==> config.mk <==
export PLATFORM = sky130hd
export DESIGN_NAME = stop_and_wait_chunk_sender_unit_flat
export DESIGN_NICKNAME = d
export VERILOG_FILES = /design/src/sws_pkg.sv /design/src/sws_in_if.sv /design/src/sws_out_if.sv /design/src/sws_dp.sv /design/src/sws_ctrl.sv /design/src/stop_and_wait_chunk_sender_unit.sv /design/src/flat_wrapper.sv
export SDC_FILE = /design/constraint.sdc
export NUM_CORES = 1
export LEC_CHECK = 0
export BUFFER_PORTS_ARGS = -buffer_cell sky130_fd_sc_hd__buf_2
export CAP_MARGIN = 10
export CELL_PAD_IN_SITES_DETAIL_PLACEMENT = 1
export CELL_PAD_IN_SITES_GLOBAL_PLACEMENT = 2
export CORE_MARGIN = 2
export CORE_UTILIZATION = 49
export DETAILED_ROUTE_END_ITERATION = 7
export PLACE_DENSITY = 0.91
export REMOVE_ABC_BUFFERS = 1
export SLEW_MARGIN = 20
export SYNTH_ARGS = -nofsm -noshare
export SYNTH_HDL_FRONTEND = slang
export SYNTH_HIERARCHICAL = 1
export SYNTH_SLANG_ARGS = --single-unit
==> constraint.sdc <==
create_clock -name i_clk -period 5.8 [get_ports i_clk]
set_clock_uncertainty 0.1 [all_clocks]
set_input_delay 1.16 -clock i_clk [delete_from_list [all_inputs] [get_ports i_clk]]
set_output_delay 1.16 -clock i_clk [all_outputs]
set_load 0.05 [all_outputs]
==> src/sws_pkg.sv <==
// Package for the stop-and-wait chunk sender: widths, codes, reset values,
// controller states and the command/status structs between controller and datapath.
// No dependencies.
package sws_pkg;

    // Field widths of the channels and registers.
    localparam int CMD_W      = 2;
    localparam int BYTE_W     = 8;
    localparam int SEQ_W      = 32;
    localparam int SIZE_W     = 6;
    localparam int KIND_W     = 2;
    localparam int TIMER_W    = 16;
    localparam int CFG_IDX_W  = 2;
    localparam int CFG_DATA_W = 16;

    // Input command codes.
    typedef enum logic [CMD_W-1:0] {
        CMD_BYTE = 2'd0,
        CMD_END  = 2'd1,
        CMD_ACK  = 2'd2,
        CMD_TICK = 2'd3
    } t_cmd_code;

    // Result kinds.
    typedef enum logic [KIND_W-1:0] {
        KIND_PKT    = 2'd0,
        KIND_REFUSE = 2'd1,
        KIND_DONE   = 2'd2
    } t_kind;

    // Configuration register indexes.
    localparam logic [CFG_IDX_W-1:0] CFG_TIMEOUT     = 2'd0;
    localparam logic [CFG_IDX_W-1:0] CFG_CHUNK_DELIM = 2'd1;
    localparam logic [CFG_IDX_W-1:0] CFG_END_DELIM   = 2'd2;

    // Configuration reset values.
    localparam logic [TIMER_W-1:0] TIMEOUT_RST     = 16'd2000;
    localparam logic [BYTE_W-1:0]  CHUNK_DELIM_RST = 8'd44;
    localparam logic [BYTE_W-1:0]  END_DELIM_RST   = 8'd46;

    // Controller states, one-hot.
    typedef enum logic [4:0] {
        ST_FILL = 5'b00001,
        ST_WAIT = 5'b00010,
        ST_DONE = 5'b00100,
        ST_READ = 5'b01000,
        ST_LOAD = 5'b10000
    } t_state;

    // Commands from the controller to the datapath.
    typedef struct packed {
        logic store_byte;
        logic set_final;
        logic start_emit;
        logic retx;
        logic mem_rd;
        logic load_pkt;
        logic load_refuse;
        logic load_done;
        logic ack_advance;
        logic tick;
    } t_dp_ctrl;

    // Status from the datapath to the controller.
    typedef struct packed {
        logic is_end_delim;
        logic is_chunk_delim;
        logic fill_full;
        logic ack_match;
        logic final_chunk;
        logic timer_hit;
        logic last_byte;
        logic out_free;
    } t_dp_status;

endpackage

==> src/sws_in_if.sv <==
// Input channel of the chunk sender: valid/ready handshake with command and data.
// Depends on sws_pkg.
interface sws_in_if;
    logic                           valid;
    logic                           ready;
    logic [sws_pkg::CMD_W-1:0]      command;
    logic [sws_pkg::BYTE_W-1:0]     source_byte;
    logic [sws_pkg::SEQ_W-1:0]      ack_seq;

    modport source (output valid, command, source_byte, ack_seq, input ready);
    modport sink   (input valid, command, source_byte, ack_seq, output ready);
endinterface

==> src/sws_out_if.sv <==
// Result channel of the chunk sender: valid/ready handshake with packet fields.
// Depends on sws_pkg.
interface sws_out_if;
    logic                           valid;
    logic                           ready;
    logic [sws_pkg::KIND_W-1:0]     kind;
    logic [sws_pkg::SEQ_W-1:0]      seq;
    logic [sws_pkg::SIZE_W-1:0]     size;
    logic                           retransmit;
    logic                           payload_valid;
    logic [sws_pkg::BYTE_W-1:0]     payload;
    logic                           last;

    modport source (output valid, kind, seq, size, retransmit, payload_valid, payload, last,
                    input ready);
    modport sink   (input valid, kind, seq, size, retransmit, payload_valid, payload, last,
                    output ready);
endinterface

==> src/sws_dp.sv <==
// Datapath of the chunk sender: configuration registers, chunk memory, counters,
// sequence offset, ack timer and the result register.
// Depends on sws_pkg.
module sws_dp #(
    parameter int CHUNK_MAX = 63
) (
    input  logic                              i_clk,
    input  logic                              i_rst_n,
    input  logic                              i_cfg_we,
    input  logic [sws_pkg::CFG_IDX_W-1:0]     i_cfg_idx,
    input  logic [sws_pkg::CFG_DATA_W-1:0]    i_cfg_data,
    input  logic [sws_pkg::BYTE_W-1:0]        i_source_byte,
    input  logic [sws_pkg::SEQ_W-1:0]         i_ack_seq,
    input  sws_pkg::t_dp_ctrl                 i_ctrl,
    output sws_pkg::t_dp_status               o_status,
    input  logic                              i_out_ready,
    output logic                              o_out_valid,
    output logic [sws_pkg::KIND_W-1:0]        o_kind,
    output logic [sws_pkg::SEQ_W-1:0]         o_seq,
    output logic [sws_pkg::SIZE_W-1:0]        o_size,
    output logic                              o_retransmit,
    output logic                              o_payload_valid,
    output logic [sws_pkg::BYTE_W-1:0]        o_payload,
    output logic                              o_last
);
    localparam int AW = (CHUNK_MAX > 1) ? $clog2(CHUNK_MAX) : 1;

    // Configuration registers.
    logic [sws_pkg::TIMER_W-1:0] r_timeout;
    logic [sws_pkg::BYTE_W-1:0]  r_chunk_delim;
    logic [sws_pkg::BYTE_W-1:0]  r_end_delim;

    // Transfer state.
    logic [sws_pkg::SIZE_W-1:0]  r_fill,   n_fill;
    logic [sws_pkg::SEQ_W-1:0]   r_offset, n_offset;
    logic                        r_final;
    logic [sws_pkg::TIMER_W-1:0] r_timer,  n_timer;
    logic [sws_pkg::SIZE_W-1:0]  r_idx,    n_idx;
    logic                        r_retx;

    // Chunk memory and its registered read data.
    logic [sws_pkg::BYTE_W-1:0]  r_mem [CHUNK_MAX];
    logic [sws_pkg::BYTE_W-1:0]  r_rd_data;

    // Result register.
    logic                        r_out_valid;
    logic [sws_pkg::KIND_W-1:0]  r_kind;
    logic [sws_pkg::SEQ_W-1:0]   r_seq;
    logic [sws_pkg::SIZE_W-1:0]  r_size;
    logic                        r_rt;
    logic                        r_pv;
    logic [sws_pkg::BYTE_W-1:0]  r_pay;
    logic                        r_last;

    logic [sws_pkg::SIZE_W:0]    w_fill_inc;
    logic [sws_pkg::SEQ_W-1:0]   w_offset_adv;
    logic [sws_pkg::TIMER_W-1:0] w_timer_inc;
    logic                        w_fill_zero;
    logic                        w_last_byte;

    // Arithmetic shared by status and next-state logic.
    assign w_fill_inc   = {1'b0, r_fill} + (sws_pkg::SIZE_W+1)'(1);
    assign w_offset_adv = r_offset + sws_pkg::SEQ_W'(r_fill);
    assign w_timer_inc  = r_timer + sws_pkg::TIMER_W'(1);
    assign w_fill_zero  = (r_fill == '0);
    assign w_last_byte  = w_fill_zero || ((r_idx + sws_pkg::SIZE_W'(1)) == r_fill);

    // Status towards the controller. The end delimiter wins when both match.
    always_comb begin
        o_status.is_end_delim   = (i_source_byte == r_end_delim);
        o_status.is_chunk_delim = (i_source_byte == r_chunk_delim);
        o_status.fill_full      = (w_fill_inc >= (sws_pkg::SIZE_W+1)'(CHUNK_MAX));
        o_status.ack_match      = (i_ack_seq == r_offset);
        o_status.final_chunk    = r_final;
        o_status.timer_hit      = (w_timer_inc >= r_timeout) || (w_timer_inc == '0);
        o_status.last_byte      = w_last_byte;
        o_status.out_free       = !r_out_valid || i_out_ready;
    end

    // Configuration writes; an index beyond the register list is ignored.
    always_ff @(posedge i_clk) begin
        if (!i_rst_n) begin
            r_timeout     <= sws_pkg::TIMEOUT_RST;
            r_chunk_delim <= sws_pkg::CHUNK_DELIM_RST;
            r_end_delim   <= sws_pkg::END_DELIM_RST;
        end else if (i_cfg_we) begin
            case (i_cfg_idx)
                sws_pkg::CFG_TIMEOUT:     r_timeout     <= i_cfg_data;
                sws_pkg::CFG_CHUNK_DELIM: r_chunk_delim <= i_cfg_data[sws_pkg::BYTE_W-1:0];
                sws_pkg::CFG_END_DELIM:   r_end_delim   <= i_cfg_data[sws_pkg::BYTE_W-1:0];
                default: ;
            endcase
        end
    end

    // Next values of the counters and the offset.
    always_comb begin
        n_fill   = r_fill;
        n_offset = r_offset;
        n_timer  = r_timer;
        n_idx    = r_idx;
        if (i_ctrl.ack_advance) begin
            n_fill   = '0;
            n_offset = w_offset_adv;
        end else if (i_ctrl.store_byte) begin
            n_fill = w_fill_inc[sws_pkg::SIZE_W-1:0];
        end
        if (i_ctrl.start_emit || i_ctrl.ack_advance) begin
            n_timer = '0;
        end else if (i_ctrl.tick) begin
            n_timer = w_timer_inc;
        end
        if (i_ctrl.start_emit) begin
            n_idx = '0;
        end else if (i_ctrl.load_pkt) begin
            n_idx = r_idx + sws_pkg::SIZE_W'(1);
        end
    end

    // Transfer state registers.
    always_ff @(posedge i_clk) begin
        if (!i_rst_n) begin
            r_fill   <= '0;
            r_offset <= '0;
            r_final  <= 1'b0;
            r_timer  <= '0;
            r_idx    <= '0;
            r_retx   <= 1'b0;
        end else begin
            r_fill   <= n_fill;
            r_offset <= n_offset;
            r_timer  <= n_timer;
            r_idx    <= n_idx;
            if (i_ctrl.set_final) begin
                r_final <= 1'b1;
            end
            if (i_ctrl.start_emit) begin
                r_retx <= i_ctrl.retx;
            end
        end
    end

    // Chunk memory: one write port at the fill count, one registered read port.
    always_ff @(posedge i_clk) begin
        if (i_ctrl.store_byte) begin
            r_mem[r_fill[AW-1:0]] <= i_source_byte;
        end
        if (i_ctrl.mem_rd) begin
            r_rd_data <= r_mem[r_idx[AW-1:0]];
        end
    end

    // Result valid flag: set on a load, cleared once the item is taken.
    always_ff @(posedge i_clk) begin
        if (!i_rst_n) begin
            r_out_valid <= 1'b0;
        end else if (i_ctrl.load_pkt || i_ctrl.load_refuse || i_ctrl.load_done) begin
            r_out_valid <= 1'b1;
        end else if (i_out_ready) begin
            r_out_valid <= 1'b0;
        end
    end

    // Result payload. An empty packet carries no byte.
    always_ff @(posedge i_clk) begin
        if (i_ctrl.load_pkt) begin
            r_kind <= sws_pkg::KIND_PKT;
            r_seq  <= r_offset;
            r_size <= r_fill;
            r_rt   <= r_retx;
            r_pv   <= !w_fill_zero;
            r_pay  <= w_fill_zero ? '0 : r_rd_data;
            r_last <= w_last_byte;
        end else if (i_ctrl.load_refuse || i_ctrl.load_done) begin
            r_kind <= i_ctrl.load_done ? sws_pkg::KIND_DONE : sws_pkg::KIND_REFUSE;
            r_seq  <= i_ctrl.load_done ? w_offset_adv : '0;
            r_size <= '0;
            r_rt   <= 1'b0;
            r_pv   <= 1'b0;
            r_pay  <= '0;
            r_last <= 1'b1;
        end
    end

    assign o_out_valid     = r_out_valid;
    assign o_kind          = r_kind;
    assign o_seq           = r_seq;
    assign o_size          = r_size;
    assign o_retransmit    = r_rt;
    assign o_payload_valid = r_pv;
    assign o_payload       = r_pay;
    assign o_last          = r_last;
endmodule

==> src/sws_ctrl.sv <==
// Controller of the chunk sender: transfer phases and the packet emission sequence.
// Depends on sws_pkg.
module sws_ctrl (
    input  logic                          i_clk,
    input  logic                          i_rst_n,
    input  logic                          i_in_valid,
    input  logic [sws_pkg::CMD_W-1:0]     i_command,
    input  sws_pkg::t_dp_status           i_status,
    output logic                          o_in_ready,
    output sws_pkg::t_dp_ctrl             o_ctrl
);
    sws_pkg::t_state    r_state, n_state;
    sws_pkg::t_cmd_code w_cmd;
    logic               w_accept;

    assign w_cmd = sws_pkg::t_cmd_code'(i_command);

    // Items are taken only in the phase states, with room in the result register.
    assign o_in_ready = ((r_state == sws_pkg::ST_FILL) || (r_state == sws_pkg::ST_WAIT) ||
                         (r_state == sws_pkg::ST_DONE)) && i_status.out_free;
    assign w_accept   = i_in_valid && o_in_ready;

    // Next state and datapath commands.
    always_comb begin
        n_state = r_state;
        o_ctrl  = '0;
        case (r_state)
            sws_pkg::ST_FILL: begin
                if (w_accept) begin
                    case (w_cmd)
                        sws_pkg::CMD_BYTE: begin
                            if (i_status.is_end_delim) begin
                                o_ctrl.set_final  = 1'b1;
                                o_ctrl.start_emit = 1'b1;
                            end else if (i_status.is_chunk_delim) begin
                                o_ctrl.start_emit = 1'b1;
                            end else begin
                                o_ctrl.store_byte = 1'b1;
                                o_ctrl.start_emit = i_status.fill_full;
                            end
                        end
                        sws_pkg::CMD_END: begin
                            o_ctrl.set_final  = 1'b1;
                            o_ctrl.start_emit = 1'b1;
                        end
                        default: ;
                    endcase
                    if (o_ctrl.start_emit) begin
                        n_state = sws_pkg::ST_READ;
                    end
                end
            end
            sws_pkg::ST_WAIT: begin
                if (w_accept) begin
                    case (w_cmd)
                        sws_pkg::CMD_BYTE, sws_pkg::CMD_END: begin
                            o_ctrl.load_refuse = 1'b1;
                        end
                        sws_pkg::CMD_ACK: begin
                            if (i_status.ack_match) begin
                                o_ctrl.ack_advance = 1'b1;
                                if (i_status.final_chunk) begin
                                    o_ctrl.load_done = 1'b1;
                                    n_state          = sws_pkg::ST_DONE;
                                end else begin
                                    n_state = sws_pkg::ST_FILL;
                                end
                            end else begin
                                o_ctrl.start_emit = 1'b1;
                                o_ctrl.retx       = 1'b1;
                                n_state           = sws_pkg::ST_READ;
                            end
                        end
                        sws_pkg::CMD_TICK: begin
                            o_ctrl.tick = 1'b1;
                            if (i_status.timer_hit) begin
                                o_ctrl.start_emit = 1'b1;
                                o_ctrl.retx       = 1'b1;
                                n_state           = sws_pkg::ST_READ;
                            end
                        end
                        default: ;
                    endcase
                end
            end
            sws_pkg::ST_DONE: begin
                if (w_accept && (w_cmd == sws_pkg::CMD_BYTE || w_cmd == sws_pkg::CMD_END)) begin
                    o_ctrl.load_refuse = 1'b1;
                end
            end
            sws_pkg::ST_READ: begin
                o_ctrl.mem_rd = 1'b1;
                n_state       = sws_pkg::ST_LOAD;
            end
            sws_pkg::ST_LOAD: begin
                if (i_status.out_free) begin
                    o_ctrl.load_pkt = 1'b1;
                    n_state = i_status.last_byte ? sws_pkg::ST_WAIT : sws_pkg::ST_READ;
                end
            end
            default: begin
                n_state = sws_pkg::ST_FILL;
            end
        endcase
    end

    // State register.
    always_ff @(posedge i_clk) begin
        if (!i_rst_n) begin
            r_state <= sws_pkg::ST_FILL;
        end else begin
            r_state <= n_state;
        end
    end
endmodule

==> src/stop_and_wait_chunk_sender_unit.sv <==
// Top level of the stop-and-wait chunk sender: joins controller and datapath.
// Depends on sws_pkg, sws_in_if, sws_out_if, sws_ctrl and sws_dp.
//
//   Channel   Direction  Handshake      Carries
//   i_in      in         valid/ready    command, source_byte, ack_seq
//   o_out     out        valid/ready    kind, seq, size, retransmit, payload_valid,
//                                       payload, last
//   i_cfg_*   in         write enable   register index and data, no read-back
//
// A refusal or done item is in the result register in the cycle after its input item is taken.
// A packet then passes each payload byte through a memory read and then a result load, and an
// empty packet through the same read and load; the single read port of the chunk memory sets this.
// Reset is synchronous and active low; the chunk memory needs no clearing pass.
// A stalled result register holds off both new items and packet emission.
module stop_and_wait_chunk_sender_unit #(
    parameter int CHUNK_MAX = 63
) (
    input  logic                              i_clk,
    input  logic                              i_rst_n,
    input  logic                              i_cfg_we,
    input  logic [sws_pkg::CFG_IDX_W-1:0]     i_cfg_idx,
    input  logic [sws_pkg::CFG_DATA_W-1:0]    i_cfg_data,
    sws_in_if.sink                            i_in,
    sws_out_if.source                         o_out
);
    sws_pkg::t_dp_ctrl   w_ctrl;
    sws_pkg::t_dp_status w_status;
    logic                w_in_ready;

    // Controller.
    sws_ctrl u_ctrl (
        .i_clk      (i_clk),
        .i_rst_n    (i_rst_n),
        .i_in_valid (i_in.valid),
        .i_command  (i_in.command),
        .i_status   (w_status),
        .o_in_ready (w_in_ready),
        .o_ctrl     (w_ctrl)
    );

    assign i_in.ready = w_in_ready;

    // Datapath.
    sws_dp #(
        .CHUNK_MAX (CHUNK_MAX)
    ) u_dp (
        .i_clk           (i_clk),
        .i_rst_n         (i_rst_n),
        .i_cfg_we        (i_cfg_we),
        .i_cfg_idx       (i_cfg_idx),
        .i_cfg_data      (i_cfg_data),
        .i_source_byte   (i_in.source_byte),
        .i_ack_seq       (i_in.ack_seq),
        .i_ctrl          (w_ctrl),
        .o_status        (w_status),
        .i_out_ready     (o_out.ready),
        .o_out_valid     (o_out.valid),
        .o_kind          (o_out.kind),
        .o_seq           (o_out.seq),
        .o_size          (o_out.size),
        .o_retransmit    (o_out.retransmit),
        .o_payload_valid (o_out.payload_valid),
        .o_payload       (o_out.payload),
        .o_last          (o_out.last)
    );

    // Input is never offered while a result is stuck in the result register.
    a_ready_needs_room: assert property (@(posedge i_clk) disable iff (!i_rst_n)
        w_in_ready |-> !(o_out.valid && !o_out.ready))
        else $error("input ready while result register is stalled");

    // A refusal only ever follows an accepted input item.
    a_refuse_after_accept: assert property (@(posedge i_clk) disable iff (!i_rst_n)
        ($rose(o_out.valid) && o_out.kind == sws_pkg::KIND_REFUSE)
            |-> $past(i_in.valid && w_in_ready))
        else $error("refusal without an accepted input item");

    // A packet item without a byte is the lone item of an empty packet.
    a_empty_packet: assert property (@(posedge i_clk) disable iff (!i_rst_n)
        (o_out.valid && o_out.kind == sws_pkg::KIND_PKT && !o_out.payload_valid)
            |-> (o_out.size == '0 && o_out.last))
        else $error("empty packet item with non-zero size or not last");
endmodule
==> src/flat_wrapper.sv <==
// flat-port wrapper written by rule: the top's interface ports become plain ports
module stop_and_wait_chunk_sender_unit_flat 
#(
    parameter int CHUNK_MAX = 63
)
  (i_clk, i_rst_n, i_cfg_we, i_cfg_idx, i_cfg_data, i_in_valid, i_in_command, i_in_source_byte, i_in_ack_seq, i_in_ready, o_out_valid, o_out_kind, o_out_seq, o_out_size, o_out_retransmit, o_out_payload_valid, o_out_payload, o_out_last, o_out_ready);
  sws_in_if i_in_i ();
  sws_out_if o_out_i ();
  input  logic i_clk;
  input  logic i_rst_n;
  input  logic i_cfg_we;
  input  logic [sws_pkg::CFG_IDX_W-1:0] i_cfg_idx;
  input  logic [sws_pkg::CFG_DATA_W-1:0] i_cfg_data;
  input wire logic [$bits(i_in_i.valid)-1:0] i_in_valid;
  input wire logic [$bits(i_in_i.command)-1:0] i_in_command;
  input wire logic [$bits(i_in_i.source_byte)-1:0] i_in_source_byte;
  input wire logic [$bits(i_in_i.ack_seq)-1:0] i_in_ack_seq;
  output wire logic [$bits(i_in_i.ready)-1:0] i_in_ready;
  output wire logic [$bits(o_out_i.valid)-1:0] o_out_valid;
  output wire logic [$bits(o_out_i.kind)-1:0] o_out_kind;
  output wire logic [$bits(o_out_i.seq)-1:0] o_out_seq;
  output wire logic [$bits(o_out_i.size)-1:0] o_out_size;
  output wire logic [$bits(o_out_i.retransmit)-1:0] o_out_retransmit;
  output wire logic [$bits(o_out_i.payload_valid)-1:0] o_out_payload_valid;
  output wire logic [$bits(o_out_i.payload)-1:0] o_out_payload;
  output wire logic [$bits(o_out_i.last)-1:0] o_out_last;
  input wire logic [$bits(o_out_i.ready)-1:0] o_out_ready;
  assign i_in_i.valid = i_in_valid;
  assign i_in_i.command = i_in_command;
  assign i_in_i.source_byte = i_in_source_byte;
  assign i_in_i.ack_seq = i_in_ack_seq;
  assign i_in_ready = i_in_i.ready;
  assign o_out_valid = o_out_i.valid;
  assign o_out_kind = o_out_i.kind;
  assign o_out_seq = o_out_i.seq;
  assign o_out_size = o_out_i.size;
  assign o_out_retransmit = o_out_i.retransmit;
  assign o_out_payload_valid = o_out_i.payload_valid;
  assign o_out_payload = o_out_i.payload;
  assign o_out_last = o_out_i.last;
  assign o_out_i.ready = o_out_ready;
  stop_and_wait_chunk_sender_unit #(.CHUNK_MAX(CHUNK_MAX)) u_core (.i_clk(i_clk), .i_rst_n(i_rst_n), .i_cfg_we(i_cfg_we), .i_cfg_idx(i_cfg_idx), .i_cfg_data(i_cfg_data), .i_in(i_in_i), .o_out(o_out_i));
endmodule
* Yosys cells after proc, flatten, opt, wreduce, memory -nomap -nowiden
Memory sizes are Yosys's and may differ from the RTL's. A register that Yosys moved wholly into a read port is not among the register bits.
Index checks and enable logic that the tools add are counted.
** Word-level totals
- Register bits after elaboration :: 151
- RAM bits :: 504
- Bits of input ports :: 65
- Output and inout bits :: 53
- Word-level logic and storage cells :: 133
- Memories kept :: 1
** Memories
- u_core.u_dp.r_mem :: words 63, bits a word 8, rd ports 1, clocked after Yosys merged registers in 1, write ports 1, RTL line sws_dp.sv:42 : logic [sws_pkg::BYTE_W-1:0] r_mem [CHUNK_MAX];
** Operators by class
- Add/subtract/negate cells :: 4
- $lt $le $gt $ge :: 2
- Equality and inequality tests :: 20
- Multiplexer cells :: 57
- Bitwise logic cells :: 2
- Reduce and logical (&&, ||, !) cells :: 29
** Operators with widths (count)
- two-way mux 32 bit :: 3
- adder 32 x 6 -> 32 bit :: 1
- equality test 32 bit :: 1
- two-way mux 5 bit :: 5
- one-hot mux 5 bit (5 select lines) :: 1
- two-way mux 8 bit :: 3
- two-way mux 1 bit :: 23
- two-way mux 2 bit :: 9
- adder 16 x 1 -> 16 bit, second input constant :: 1
- equality test 8 bit :: 2
- >= comparator 16 bit :: 1
- zero test 16 bit :: 1
- two-way mux 4 bit :: 3
- two-way mux 6 bit :: 2
- logical OR 1 bit :: 10
- one-hot mux 5 bit (2 select lines) :: 1
- two-way mux 3 bit :: 3
- one-hot mux 2 bit (2 select lines) :: 2
- OR reduction 2 bit :: 4
- adder 6 x 1 -> 7 bit, second input constant :: 1
- >= comparator 7 x 6 -> 1 bit, second input constant :: 1
- AND reduction 7 bit :: 1
- adder 6 x 1 -> 6 bit, second input constant :: 1
- equality test 2 bit, second input constant :: 3
- 19 further kinds :: 31

* Longest topological paths before layout
Gate-level depths: netlist of the first run.
- Depth in word-level cells :: 11
- Depth in mapped cells :: 20
- Gate-level depth less buffers :: 17

* Cells and area by module
The synthesis of the first run kept the hierarchy.
** Modules (own cells, without submodules)
- sws_dp :: times used 1, cells each 1843, area each 28265.9 um^2, seq. area each 18788.0 um^2
- sws_ctrl :: times used 1, cells each 79, area each 618.1 um^2, seq. area each 100.1 um^2

* Least setup slack after synthesis of the first run
OpenSTA, ideal clock, no wires.
- Kind :: input to register
- From :: input port i_in_ack_seq[19]
- To :: register u_core.u_dp.r_last (netlist: u_core/u_dp/o_last) (enable)
- Setup time :: 0.403 ns
- Arrival :: 3.576 ns
- Data required time :: 5.297 ns
- Setup slack :: 1.721 ns
- Cell stages on the path :: 10
- Buffers on the path :: 1
- Cells stage by stage :: xor2_1 -> nor4_1 -> nand4_1 -> nor2_1 -> nand2_1 -> nor3_2 -> and2_1 -> buf_1 -> nor3_1 -> inv_1
** RTL lines
- start: declaration :: RTL line flat_wrapper.sv:17 : input wire logic [$bits(i_in_i.ack_seq)-1:0] i_in_ack_seq;
- end signal: assignment :: RTL line sws_dp.sv:173 : r_last <= w_last_byte;
- end: declaration :: RTL line sws_dp.sv:53 : logic r_last;

==> summary.md, run 1 <==
| Metric | Value |
|---|---|
| Status | finished clean |
| Total congestion overflow | 0 |
| Post-CTS setup repair buffer count | 0 |
| Top-count cell post-synth | edfxtp_1 |
| Initial drt markers | 1522 |
| Placer Congestion | 0.8334 |
| Yosys reg bits | 663 |
| Fin. Hold Viols | 0 |
| CTS Buf Count | 69 |
| Initial antenna violation count | 1 |
| Predominant post-synthesis flop cell | edfxtp_1 |
| Synth Cell Area | 28880 µm² |
| Worst IR Drop VDD | 0.2149 mV |
| Fillers | 5452 |
| Reg clk slew, reported paths | 60 ps |
| Clock share of power | 43.8% |
| Unique masters post-synth | 78 |
| First-pass GRT wire length | 123.4 mm |
| Synth warnings | 6 |
| Number of max-cap violations | 0 |
| Final Power | 0.01004 W |
| Mapped Cells | 1922 |
| Post-route minimum period | 4675 ps |
| Worst min path class | register to register |
| Pwr per Cell Area | 311.0 nW/µm² |
| Area leader, netlist | edfxtp_1 |
| Htree depth | 3 |
| Top post-synthesis cells by area | edfxtp_1 (58%), mux4_2 (8.4%), dfxtp_1 (7.1%) |
| Row count | 88 |
| TritonCTS clock tree | yes |
| Slew Viols, Final | 0 |
| CTS resizes | 0 |
| RSZ-0062 raised after global routing | no |
| Fin nets | 2105 |
| DRT Pass-1 Iters | 5 |
| Critical hold path startpoint | u_core/u_dp/r_timeout[2] |
| Critical Path RT | 6230 ps |
| Area Overhead vs Synth | 11.78% |
| DR WL met2 | 40.77 mm |
| Leakage power | 10.42 nW |
| Pre-CTS setup slack | 784.7 ps |
| Layout cells sized above 1 | 18.77% |
| Top cell type's share of synthesized area | 58.32% |
| Average cell area after synthesis | 15.03 µm² |
| Clk buf depth | 3 |
| Largest net degree at the start of global routing | 64 |
| Number of synthesized flops with an enable pin | 561 |
| Top Metal Used | met5 |
| # setup viols final | 0 |
| Final WS setup | 1125 ps |
| Worst Setup SP | u_core/u_dp/r_timer[2] |
| Fmax | 0.2139 GHz |
| Ys async rst share | 0% |
| Sw Share | 22.06% |
| WL met3 | 5.587 mm |
| Drc violations | 0 |
| Clock sink count | 663 |
| Final instance area | 32290 µm² |
| Post-route ant nets | 0 |
| CP max stage cell | dfxtp_1 |
| Post-synthesis sequential area ratio | 65.39% |
| Crit path max fanout | 16 |
| Routed metal-1 wirelength | 32.23 mm |
| Area of the multi-input gates | 9186 µm² |
| Root Driver | clkbuf_16 |
| Most instantiated cells after synthesis | edfxtp_1 (561), nor2_1 (148), nand2_1 (123) |
| Buf/Inv on CP | 0 |
| Initial Utilization | 49.78% |
| Hold Crit Depth | 2 |
| Fin cells | 2832 |
| Per-cell routed wire length | 28.98 µm |
| Dpl cells | 2705 |
| Ratio of final minimum period to clock period | 80.60% |
| CP Cell Sequence | nand3_1, nor2_1, nand4_1, xnor2_1, ha_1, a211oi_1, nor2_1, nor3_1, o21ai_0, o211ai_1, nand4b_1, nand2b_1, nand4_1, a21oi_1, nand2b_1, nand2b_1, a21oi_1 |
| Hold_buf cts | 0 |
| Int Pwr | 0.007825 W |
| Die height | 246.8 µm |
| Hold Path Sink | u_core/u_dp/r_timeout[2] |
| Most frequent CP cell | nand2b_1 |
| Gr usage total | 27.68% |
| Worst skew pair latency | 630 ps |
| CP endpoint kind | register |
| Antenna cells | 0 |
| Reg2Reg Setup Slack | 1130 ps |
| Vias post-DR | 17.74k |
| Register area | 18900 µm² |
| Crit-path leading delay family | simple AND/OR/NAND/NOR gates |
| CP max stage delay | 590 ps |
| Drt total wl | 82.07 mm |
| Number of global-route vias before repair | 18.58k |
| Reg-to-reg endpoint | u_core/u_dp/r_timer[14] |
| Sequential Power Share | 52.0% |
| Critical R2R Launch | u_core/u_dp/r_timer[2] |
| Core area | 58030 µm² |
| Max_slew headroom | 30.06% |
| CP Data Arrival Time | 5100 ps |
| Worst-Margin Slew | 1045 ps |
| Combinational power share | 4.2% |
| DP Wirelength | 53.49 mm |
| Worst Setup Start Kind | register |
| WS Path Type | register to register |
| Switching Power | 0.002215 W |
| Worst r2r path cells | 17 |
| Die X | 246.8 µm |
| I/O Buffers | 117 |
| Via-to-Cell Ratio | 6.263 |
| Die ar. | 60910 µm² |
| Placed inst area | 30060 µm² |
| Top-Level Pins | 118 |
==> routing by layer <==
layer | vias to the layer above | GRT usage [%]
li1 | 7542 | -
met5 | - | 0
met4 | 2 | 11.82
met3 | 191 | 4.580
met2 | 785 | 46.15
met1 | 9217 | 36.04
==> power by group through the flow <==
stage,clock network (W),logic (W),registers (W)
floorplan,0,0.000204,0.00532
global placement,0,0.000399,0.00532
detailed placement,0,0.000422,0.00532
CTS,0.00447,0.000423,0.00522
global route,0.00463,0.000448,0.00522
finish,0.00440,0.000421,0.00522
==> kinds of logic after synthesis <==
family	count (synthesis)	share of synthesized area, %
AOI/OAI and AO/OA	201	4.678
xor gates and xnor gates	116	3.543
adders and majority gates	29	1.282
buffers and inverters	165	2.898
DFF	663	65.39
muxes	192	12.54
and+or+nand+nor	556	9.664
==> sequential cells by signal, indices dropped and copies added (netlist names), 2 cells and up <==
signal	count
u_core/u_dp/r_end_delim	8
u_core/u_dp/r_rd_data	8
u_core/u_dp/r_fill	6
u_core/u_dp/r_offset	32
u_core/u_dp/o_kind	2
u_core/u_dp/r_timeout	16
u_core/u_dp/o_size	6
u_core/u_dp/o_payload	8
u_core/u_dp/r_chunk_delim	8
u_core/u_dp/r_idx	6
u_core/u_dp/o_seq	32
u_core/u_ctrl/r_state	5
u_core/u_dp/r_timer	16
u_core/u_dp/r_mem	504
==> layout by cell type (no fill, tap or decap), types with 28 or more instances in the layout <==
master,n
buf_2,117
and2_1,37
mux4_2,108
xnor2_1,58
mux2i_1,60
nor2b_1,29
o21ai_0,55
nand3_1,45
edfxtp_1,561
nand2_1,123
clkbuf_16,71
ha_1,28
buf_4,30
inv_1,30
nor2_1,148
dfxtp_1,98
nand4_1,39
xor2_1,57
==> worst min-delay path: cells and delay by family, from the launching register on <==
kind / cells / cell delay [ps]
AO/OA/AOI/OAI: 1 / 60
flip-flops: 1 / 300
AND/OR/NAND/NOR: 1 / 50
==> worst max path at each step <==
stage | cells after the start | slack, ps | end
floorplan | 11 | -1180 | u_core/u_ctrl/r_state[3]
global placement | 9 | 920 | u_core/u_dp/r_mem[31][7]
detailed placement | 10 | 780 | u_core/u_dp/r_mem[30][0]
CTS | 17 | 1130 | u_core/u_dp/r_timer[14]
global route | 17 | 700 | u_core/u_dp/r_timer[14]
finish | 17 | 1130 | u_core/u_dp/r_timer[14]
==> layout make-up <==
cell class                 count  share of cell area (%)
inverter                      32                  0.3720
timing repair buffer         151                   2.759
clock buffer                  99                   6.046
tap                          765                   2.965
sequential                   663                   58.54
multi-input combinational   1094                   28.45
clock inverter                28                  0.8642
==> per-stage QoR <==
| stage | hold slack [ps] | utilization [%] | TNS, ps |
|---|---|---|---|
| finish | 366.9 | 55.64 | 0 |
| global route | 399.0 | 55.64 | 0 |
| global placement | 357.4 | 51.80 | 0 |
| CTS | 371.0 | 55.64 | 0 |
| detailed placement | 363.1 | 51.80 | 0 |
| floorplan | 343.4 | - | -67090 |
Note: power is estimated with default switching activity, not from simulation.
==> run 2: changes to the inputs <==
- CORE_UTILIZATION: 49 -> 46
- PLACE_DENSITY: 0.91 -> 0.86
- clock period: 5.8 -> 4.6 ns (I/O delays scaled with it)
==> run 2 against run 1 <==
  * Non-clock buffer count grew 72
  * Final cell count grew 4.9%
  * Fmax grew 15%
  * Total power grew 24%
  * Clock power grew 22%
  * Sequential share of layout area shrank 0.94 points
  * Global-route usage shrank 3.0 points
  * Combinational power grew 22%
  * Largest power group unchanged
==> summary.md, run 2 (synthesis gave the netlist of run 1 again) <==
| Metric | Value |
|---|---|
| GRT busiest layer | met2 |
| Number of global-route vias before repair | 18.49k (-0.53%) |
| Die X | 254.6 µm (+3.2%) |
| Drc violations | 0 (unchanged) |
| Core area | 61940 µm² (+6.7%) |
| Root Driver | clkbuf_16 |
| Final instance area | 32820 µm² (+1.6%) |
| CP Data Arrival Time | 4490 ps (-610 ps) |
| CP max stage cell | dfxtp_1 |
| Area Overhead vs Synth | 13.61% |
| RSZ-0062 raised after global routing | no |
| Post-route ant nets | 0 (unchanged) |
| Critical Path RT | 5020 ps (-1210 ps) |
| Ratio of final minimum period to clock period | 88.53% (+7.9 points) |
| I/O Buffers | 117 (unchanged) |
| # setup viols final | 0 (unchanged) |
| Die ar. | 64810 µm² (+6.4%) |
| Worst-Margin Slew | 917.7 ps (-126.8 ps) |
| Worst skew pair latency | 610 ps (-20 ps) |
| Post-route minimum period | 4072 ps (-602.6 ps) |
| Largest net degree at the start of global routing | 74 (+16%) |
| Fin. Hold Viols | 0 (unchanged) |
| Total congestion overflow | 0 (unchanged) |
| Initial drt markers | 1430 (-6.0%) |
| DP Wirelength | 51.05 mm (-4.6%) |
| Die height | 254.6 µm (+3.2%) |
| Reg clk slew, reported paths | 60 ps (about the same) |
| Post-CTS setup repair buffer count | 0 (unchanged) |
| GRT met2 Usage | 42.04% (-4.1 points) |
| Commonest non-fill, non-tap cell in the layout | edfxtp_1 |
| Max reg flops | 504 (unchanged) |
| Top-Level Pins | 118 (unchanged) |
| Fmax | 0.2456 GHz (+15%) |
| Row count | 91 (+3.4%) |
| Drt total wl | 78.94 mm (-3.8%) |
| Clock sink count | 663 (unchanged) |
| CP max stage delay | 490 ps (-100 ps) |
| Initial antenna violation count | 5 (+4) |
| Clk buf depth | 3 (unchanged) |
| Vias post-DR | 17.69k (-0.27%) |
| Htree depth | 3 (unchanged) |
| Initial Utilization | 46.63% (-3.1 points) |
| Gr usage total | 24.69% (-3.0 points) |
| CTS Buf Count | 68 (-1.4%) |
| Worst min path class | register to register |
| CP endpoint kind | register |
| Via-to-Cell Ratio | 5.952 (-5.0%) |
| Layout cells sized above 1 | 21.46% (+2.7 points) |
| Met1 GRT Util | 32.64% (-3.4 points) |
| Worst Setup Start Kind | register |
| Routing usage on met3 | 3.337% (-1.2 points) |
| Placed inst area | 30660 µm² (+2.0%) |
| CP Cell Sequence | ha_1, nand2_1, nor2_1, xor2_1, ha_1, o21ai_0, a21oi_1, o31ai_1, nand4b_1, nand2b_1, nand4_1, a21oi_1, nand2b_1, nand2b_2, a21oi_1 |
| Commonest cells after routing, fill and taps aside | edfxtp_1 (561), nor2_1 (148), nand2_1 (123) |
| DRT Pass-1 Iters | 5 (unchanged) |
| Fin nets | 2176 (+3.4%) |
| Worst IR Drop VDD | 0.1963 mV (-8.7%) |
| Per-cell routed wire length | 26.56 µm (-8.4%) |
| Final core occ | 52.98% (-2.7 points) |
| Pwr per Cell Area | 380.4 nW/µm² (+22%) |
| TritonCTS clock tree | yes |
| Crit path max fanout | 16 (unchanged) |
| WS Path Type | register to register |
| Most frequent CP cell | a21oi_1 |
| Leakage power | 10.76 nW (+3.3%) |
| Placer Congestion | 0.8233 (-1.2%) |
| First-pass GRT wire length | 118.4 mm (-4.0%) |
| Hold_buf cts | 0 (unchanged) |
| Slew Viols, Final | 0 (unchanged) |
| Number of max-cap violations | 0 (unchanged) |
| Max_slew headroom | 37.24% (+7.2 points) |
| CTS resizes | 0 (unchanged) |
| Status | finished clean |
-- run 2: cell types whose count changed in the layout (fill, tap and decap cells not counted) --
cell and change:
clkbuf_1 -8, nand2b_2 +1, clkbuf_8 -2, inv_6 -1
clkinv_2 +2, buf_4 +74, bufinv_16 +1, clkinv_1 +6
diode_2 +1, buf_12 -2, clkbuf_16 -2, nand2b_1 -1
inv_16 -3, clkinv_8 +2
-- run 2: layout make-up --
| cell class | instances | area, µm² |
|---|---|---|
| inverters | 32 | 120.1 |
| clock buffers | 87 | 1844 |
| multi-input cells | 1094 | 9189 |
| fillers | 5997 | 29120 |
| clock inverters | 35 | 305.3 |
| repair buffers | 223 | 1406 |
| flip-flops and latches | 663 | 18900 |
| well taps | 837 | 1047 |
| diodes | 1 | 2.502 |
-- run 2: layer usage --
layer	up-vias	part of all wire, %
li1	7692	-
met1	9258	41
met2	599	50
met3	138	5.8
met4	2	3.1
met5	-	0.016
-- run 2: where the power goes --
group	internal [W]	total, W	switching [W]
Sequential	0.00653	0.00658	0.0000435
Combinational	0.000168	0.000512	0.000344
Clock	0.00307	0.00539	0.00232
Total	0.00978	0.0125	0.00271
-- run 2: per-stage QoR --
step                      setup slack (ps)  hold slack, ps  total power [W]  std cells  TNS (ps)
after floorplan                      -2382           343.4         0.006967       1789   -180010
after global placement               529.5           356.8         0.007191       2849         0
after detailed placement             308.9           361.4         0.007220       2849         0
after CTS                            309.1           369.4          0.01258       2971         0
after global routing                 139.8           390.1          0.01281       2971         0
final                                527.8           369.1          0.01248       2972         0
-- run 2: critical path: cells and delay by family (launching register included) --
family                   cells  cell delay [ps]
AO/OA/AOI/OAI                5              750
XOR/XNOR                     1              310
adder cells (fa/ha/maj)      2              660
flip-flops                   1              490
AND/OR/NAND/NOR              7             1680
-- run 2: path summary, 6_finish.rpt --
check	startpoint	end	slack, ps	cells past startpoint
setup / recovery	u_core/u_dp/r_timer[0]	u_core/u_dp/r_timer[12]	530	15
hold / removal	u_core/u_dp/r_timeout[12]	u_core/u_dp/r_timeout[12]	370	2
setup reg to reg	u_core/u_dp/r_timer[0]	u_core/u_dp/r_timer[12]	530	15
hold reg to reg	u_core/u_dp/r_timeout[12]	u_core/u_dp/r_timeout[12]	370	2
==> run 3: changes to the inputs <==
==> constraint.sdc (replaced) <==
create_clock -name i_clk -period 4.6 [get_ports i_clk]
set_clock_uncertainty 0.1 [all_clocks]
set_input_delay 0 -clock i_clk [delete_from_list [all_inputs] [get_ports i_clk]]
set_output_delay 0 -clock i_clk [all_outputs]
set_load 0.05 [all_outputs]
==> run 3 against run 2 <==
  * Largest cell class unchanged
  * Total power increased by 1.9%
  * Clock power increased by 4.1%
  * Sequential share of layout area decreased by 0.48 points
  * Setup slack got worse by 80 ps
  * Wire length decreased by 1.6%
  * Critical path depth increased by 2
  * Hold slack got worse by 320 ps
  * Final cell count increased by 0.30%
  * Utilization increased by 0.44 points
  * Highest routed layer unchanged
==> summary.md, run 3 (synthesis gave the netlist of run 1 again) <==
| Metric | Value |
|---|---|
| First-pass GRT wire length | 116.3 mm (-1.8%) |
| Final instance area | 33090 µm² (+0.83%) |
| Per-cell routed wire length | 26.06 µm (-1.9%) |
| Fin. Hold Viols | 0 (unchanged) |
| Antenna cells | 0 (-1) |
| Layout cells sized above 1 | 19.82% (-1.6 points) |
| CP endpoint kind | register |
| Clk buf depth | 3 (unchanged) |
| Die X | 254.6 µm (unchanged) |
| CP Cell Sequence | ha_1, nand2_1, nor3_1, xor2_1, ha_1, o21ai_0, nor2_1, nor3_1, o21ai_0, o211ai_1, nand4b_1, nand2b_1, nand4_1, a21oi_1, nand2b_1, nand2b_2, a21oi_1 |
| Pwr per Cell Area | 384.5 nW/µm² (+1.1%) |
| Buf/Inv on CP | 0 (unchanged) |
| Area Overhead vs Synth | 14.56% |
| Core area | 61940 µm² (unchanged) |
| Fillers | 5959 (-0.63%) |
| Crit-path leading delay family | simple AND/OR/NAND/NOR gates |
| Ratio of final minimum period to clock period | 90.27% (+1.7 points) |
| Crit path max fanout | 16 (unchanged) |
| Max reg flops | 504 (unchanged) |
| Die height | 254.6 µm (unchanged) |
| RSZ-0062 raised after global routing | no |
| DP Wirelength | 50.31 mm (-1.4%) |
| Htree depth | 3 (unchanged) |
| CP Data Arrival Time | 4570 ps (+80 ps) |
| Reg2Reg Setup Slack | 450 ps (-80 ps) |
| Post-route ant nets | 0 (unchanged) |
| # setup viols final | 0 (unchanged) |
| Critical Path RT | 5020 ps (about the same) |
| Number of max-cap violations | 0 (unchanged) |
| Top-Level Pins | 118 (unchanged) |
| I/O Buffers | 117 (unchanged) |
| Initial Utilization | 46.63% (unchanged) |
| Placed inst area | 30400 µm² (-0.86%) |
| Row count | 91 (unchanged) |
| TritonCTS clock tree | yes |
| Slew Viols, Final | 0 (unchanged) |
| DRT Pass-1 Iters | 5 (unchanged) |
| Number of global-route vias before repair | 18.46k (-0.16%) |
| Initial drt markers | 1279 (-11%) |
| Max_slew headroom | 33.92% (-3.3 points) |
| Worst Setup Start Kind | register |
| Status | finished clean |
| Worst IR Drop VDD | 0.2279 mV (+16%) |
| Gr usage total | 24.40% (-0.28 points) |
| Leakage power | 10.80 nW (+0.39%) |
| Drt total wl | 77.69 mm (-1.6%) |
| Initial antenna violation count | 1 (-4) |
| Final core occ | 53.42% (+0.44 points) |
| Drc violations | 0 (unchanged) |
| Vias post-DR | 17.50k (-1.1%) |
| Largest net degree at the start of global routing | 74 (unchanged) |
| Root Driver | clkbuf_16 |
| Placer Congestion | 0.8337 (+1.3%) |
| CP max stage cell | dfxtp_1 |
| Post-CTS setup repair buffer count | 0 (unchanged) |
| WS Path Type | register to register |
| Commonest non-fill, non-tap cell in the layout | edfxtp_1 |
| Fin nets | 2186 (+0.46%) |
| Via-to-Cell Ratio | 5.871 (-1.4%) |
| Commonest cells after routing, fill and taps aside | edfxtp_1 (561), nor2_1 (148), nand2_1 (123) |
| CTS Buf Count | 69 (+1.5%) |
| Reg clk slew, reported paths | 60 ps (about the same) |
| Fmax | 0.2408 GHz (-1.9%) |
| Die ar. | 64810 µm² (unchanged) |
| Worst skew pair latency | 610 ps (about the same) |
| Post-route minimum period | 4153 ps (+80.36 ps) |
| Worst-Margin Slew | 966.2 ps (+48.47 ps) |
| Worst min path class | primary input to register |
| Total congestion overflow | 0 (unchanged) |
| CP max stage delay | 520 ps (+30 ps) |
| Clock sink count | 663 (unchanged) |
## run 3: where the power goes
part / leakage, nW / switching (W) / total [W] / internal, W
Sequential: 5.77 / 0.0000435 / 0.00658 / 0.00654
Clock: 1.10 / 0.00231 / 0.00561 / 0.00330
Combinational: 3.92 / 0.000349 / 0.000539 / 0.000190
Total: 10.8 / 0.00270 / 0.0127 / 0.0100
## run 3: repair_timing
| action | in CTS | in global routing |
|---|---|---|
| gates resized for setup | 0 | 1 |
| setup endpoints to repair | 0 | 16 |
| hold buffers | 44 | 0 |
| endpoints found under the hold margin | 68 | 0 |
## run 3: path summary, 6_finish.rpt
path | from | end | cells past startpoint
max | u_core/u_dp/r_timer[0] | u_core/u_dp/r_timer[12] | 17
min | i_in_source_byte[2] | u_core/u_dp/r_mem[2][2] | 2
max reg2reg | u_core/u_dp/r_timer[0] | u_core/u_dp/r_timer[12] | 17
min reg2reg | u_core/u_dp/r_timeout[5] | u_core/u_dp/r_timeout[5] | 2
## run 3: cell type report
class                      instances  area (µm²)  share of cell area (%)
sequential                       663       18900                   57.12
clock inverter                    35       400.4                   1.210
tap                              837        1047                   3.165
timing repair buffer             232        1584                   4.787
clock buffer                      88        1848                   5.585
multi-input combinational       1094        9189                   27.77
inverter                          32       120.1                  0.3630
## run 3: routing by layer
metal  vias to the layer above  wire length [µm]  global-route usage, %
li1                       7705                 -                      -
met1                      9062             31430                  31.39
met2                       576             38340                  40.51
met3                       156              4732                  4.613
met4                         2              3175                  10.83
met5                         -                 9                      0
## run 3: per-stage QoR
step / setup TNS, ps / setup slack [ps] / hold WS (ps) / total power, W / std cells
after floorplan: -145880 / -2382 / -38.06 / 0.006967 / 1789
after detailed placement: 0 / 349.5 / 132.5 / 0.007214 / 2814
after global routing: 0 / 38.32 / 85.75 / 0.01307 / 2981
final: 0 / 447.5 / 50.72 / 0.01272 / 2981
after CTS: 0 / 244.3 / 23.56 / 0.01282 / 2981
after global placement: 0 / 499.6 / 135.4 / 0.007186 / 2814
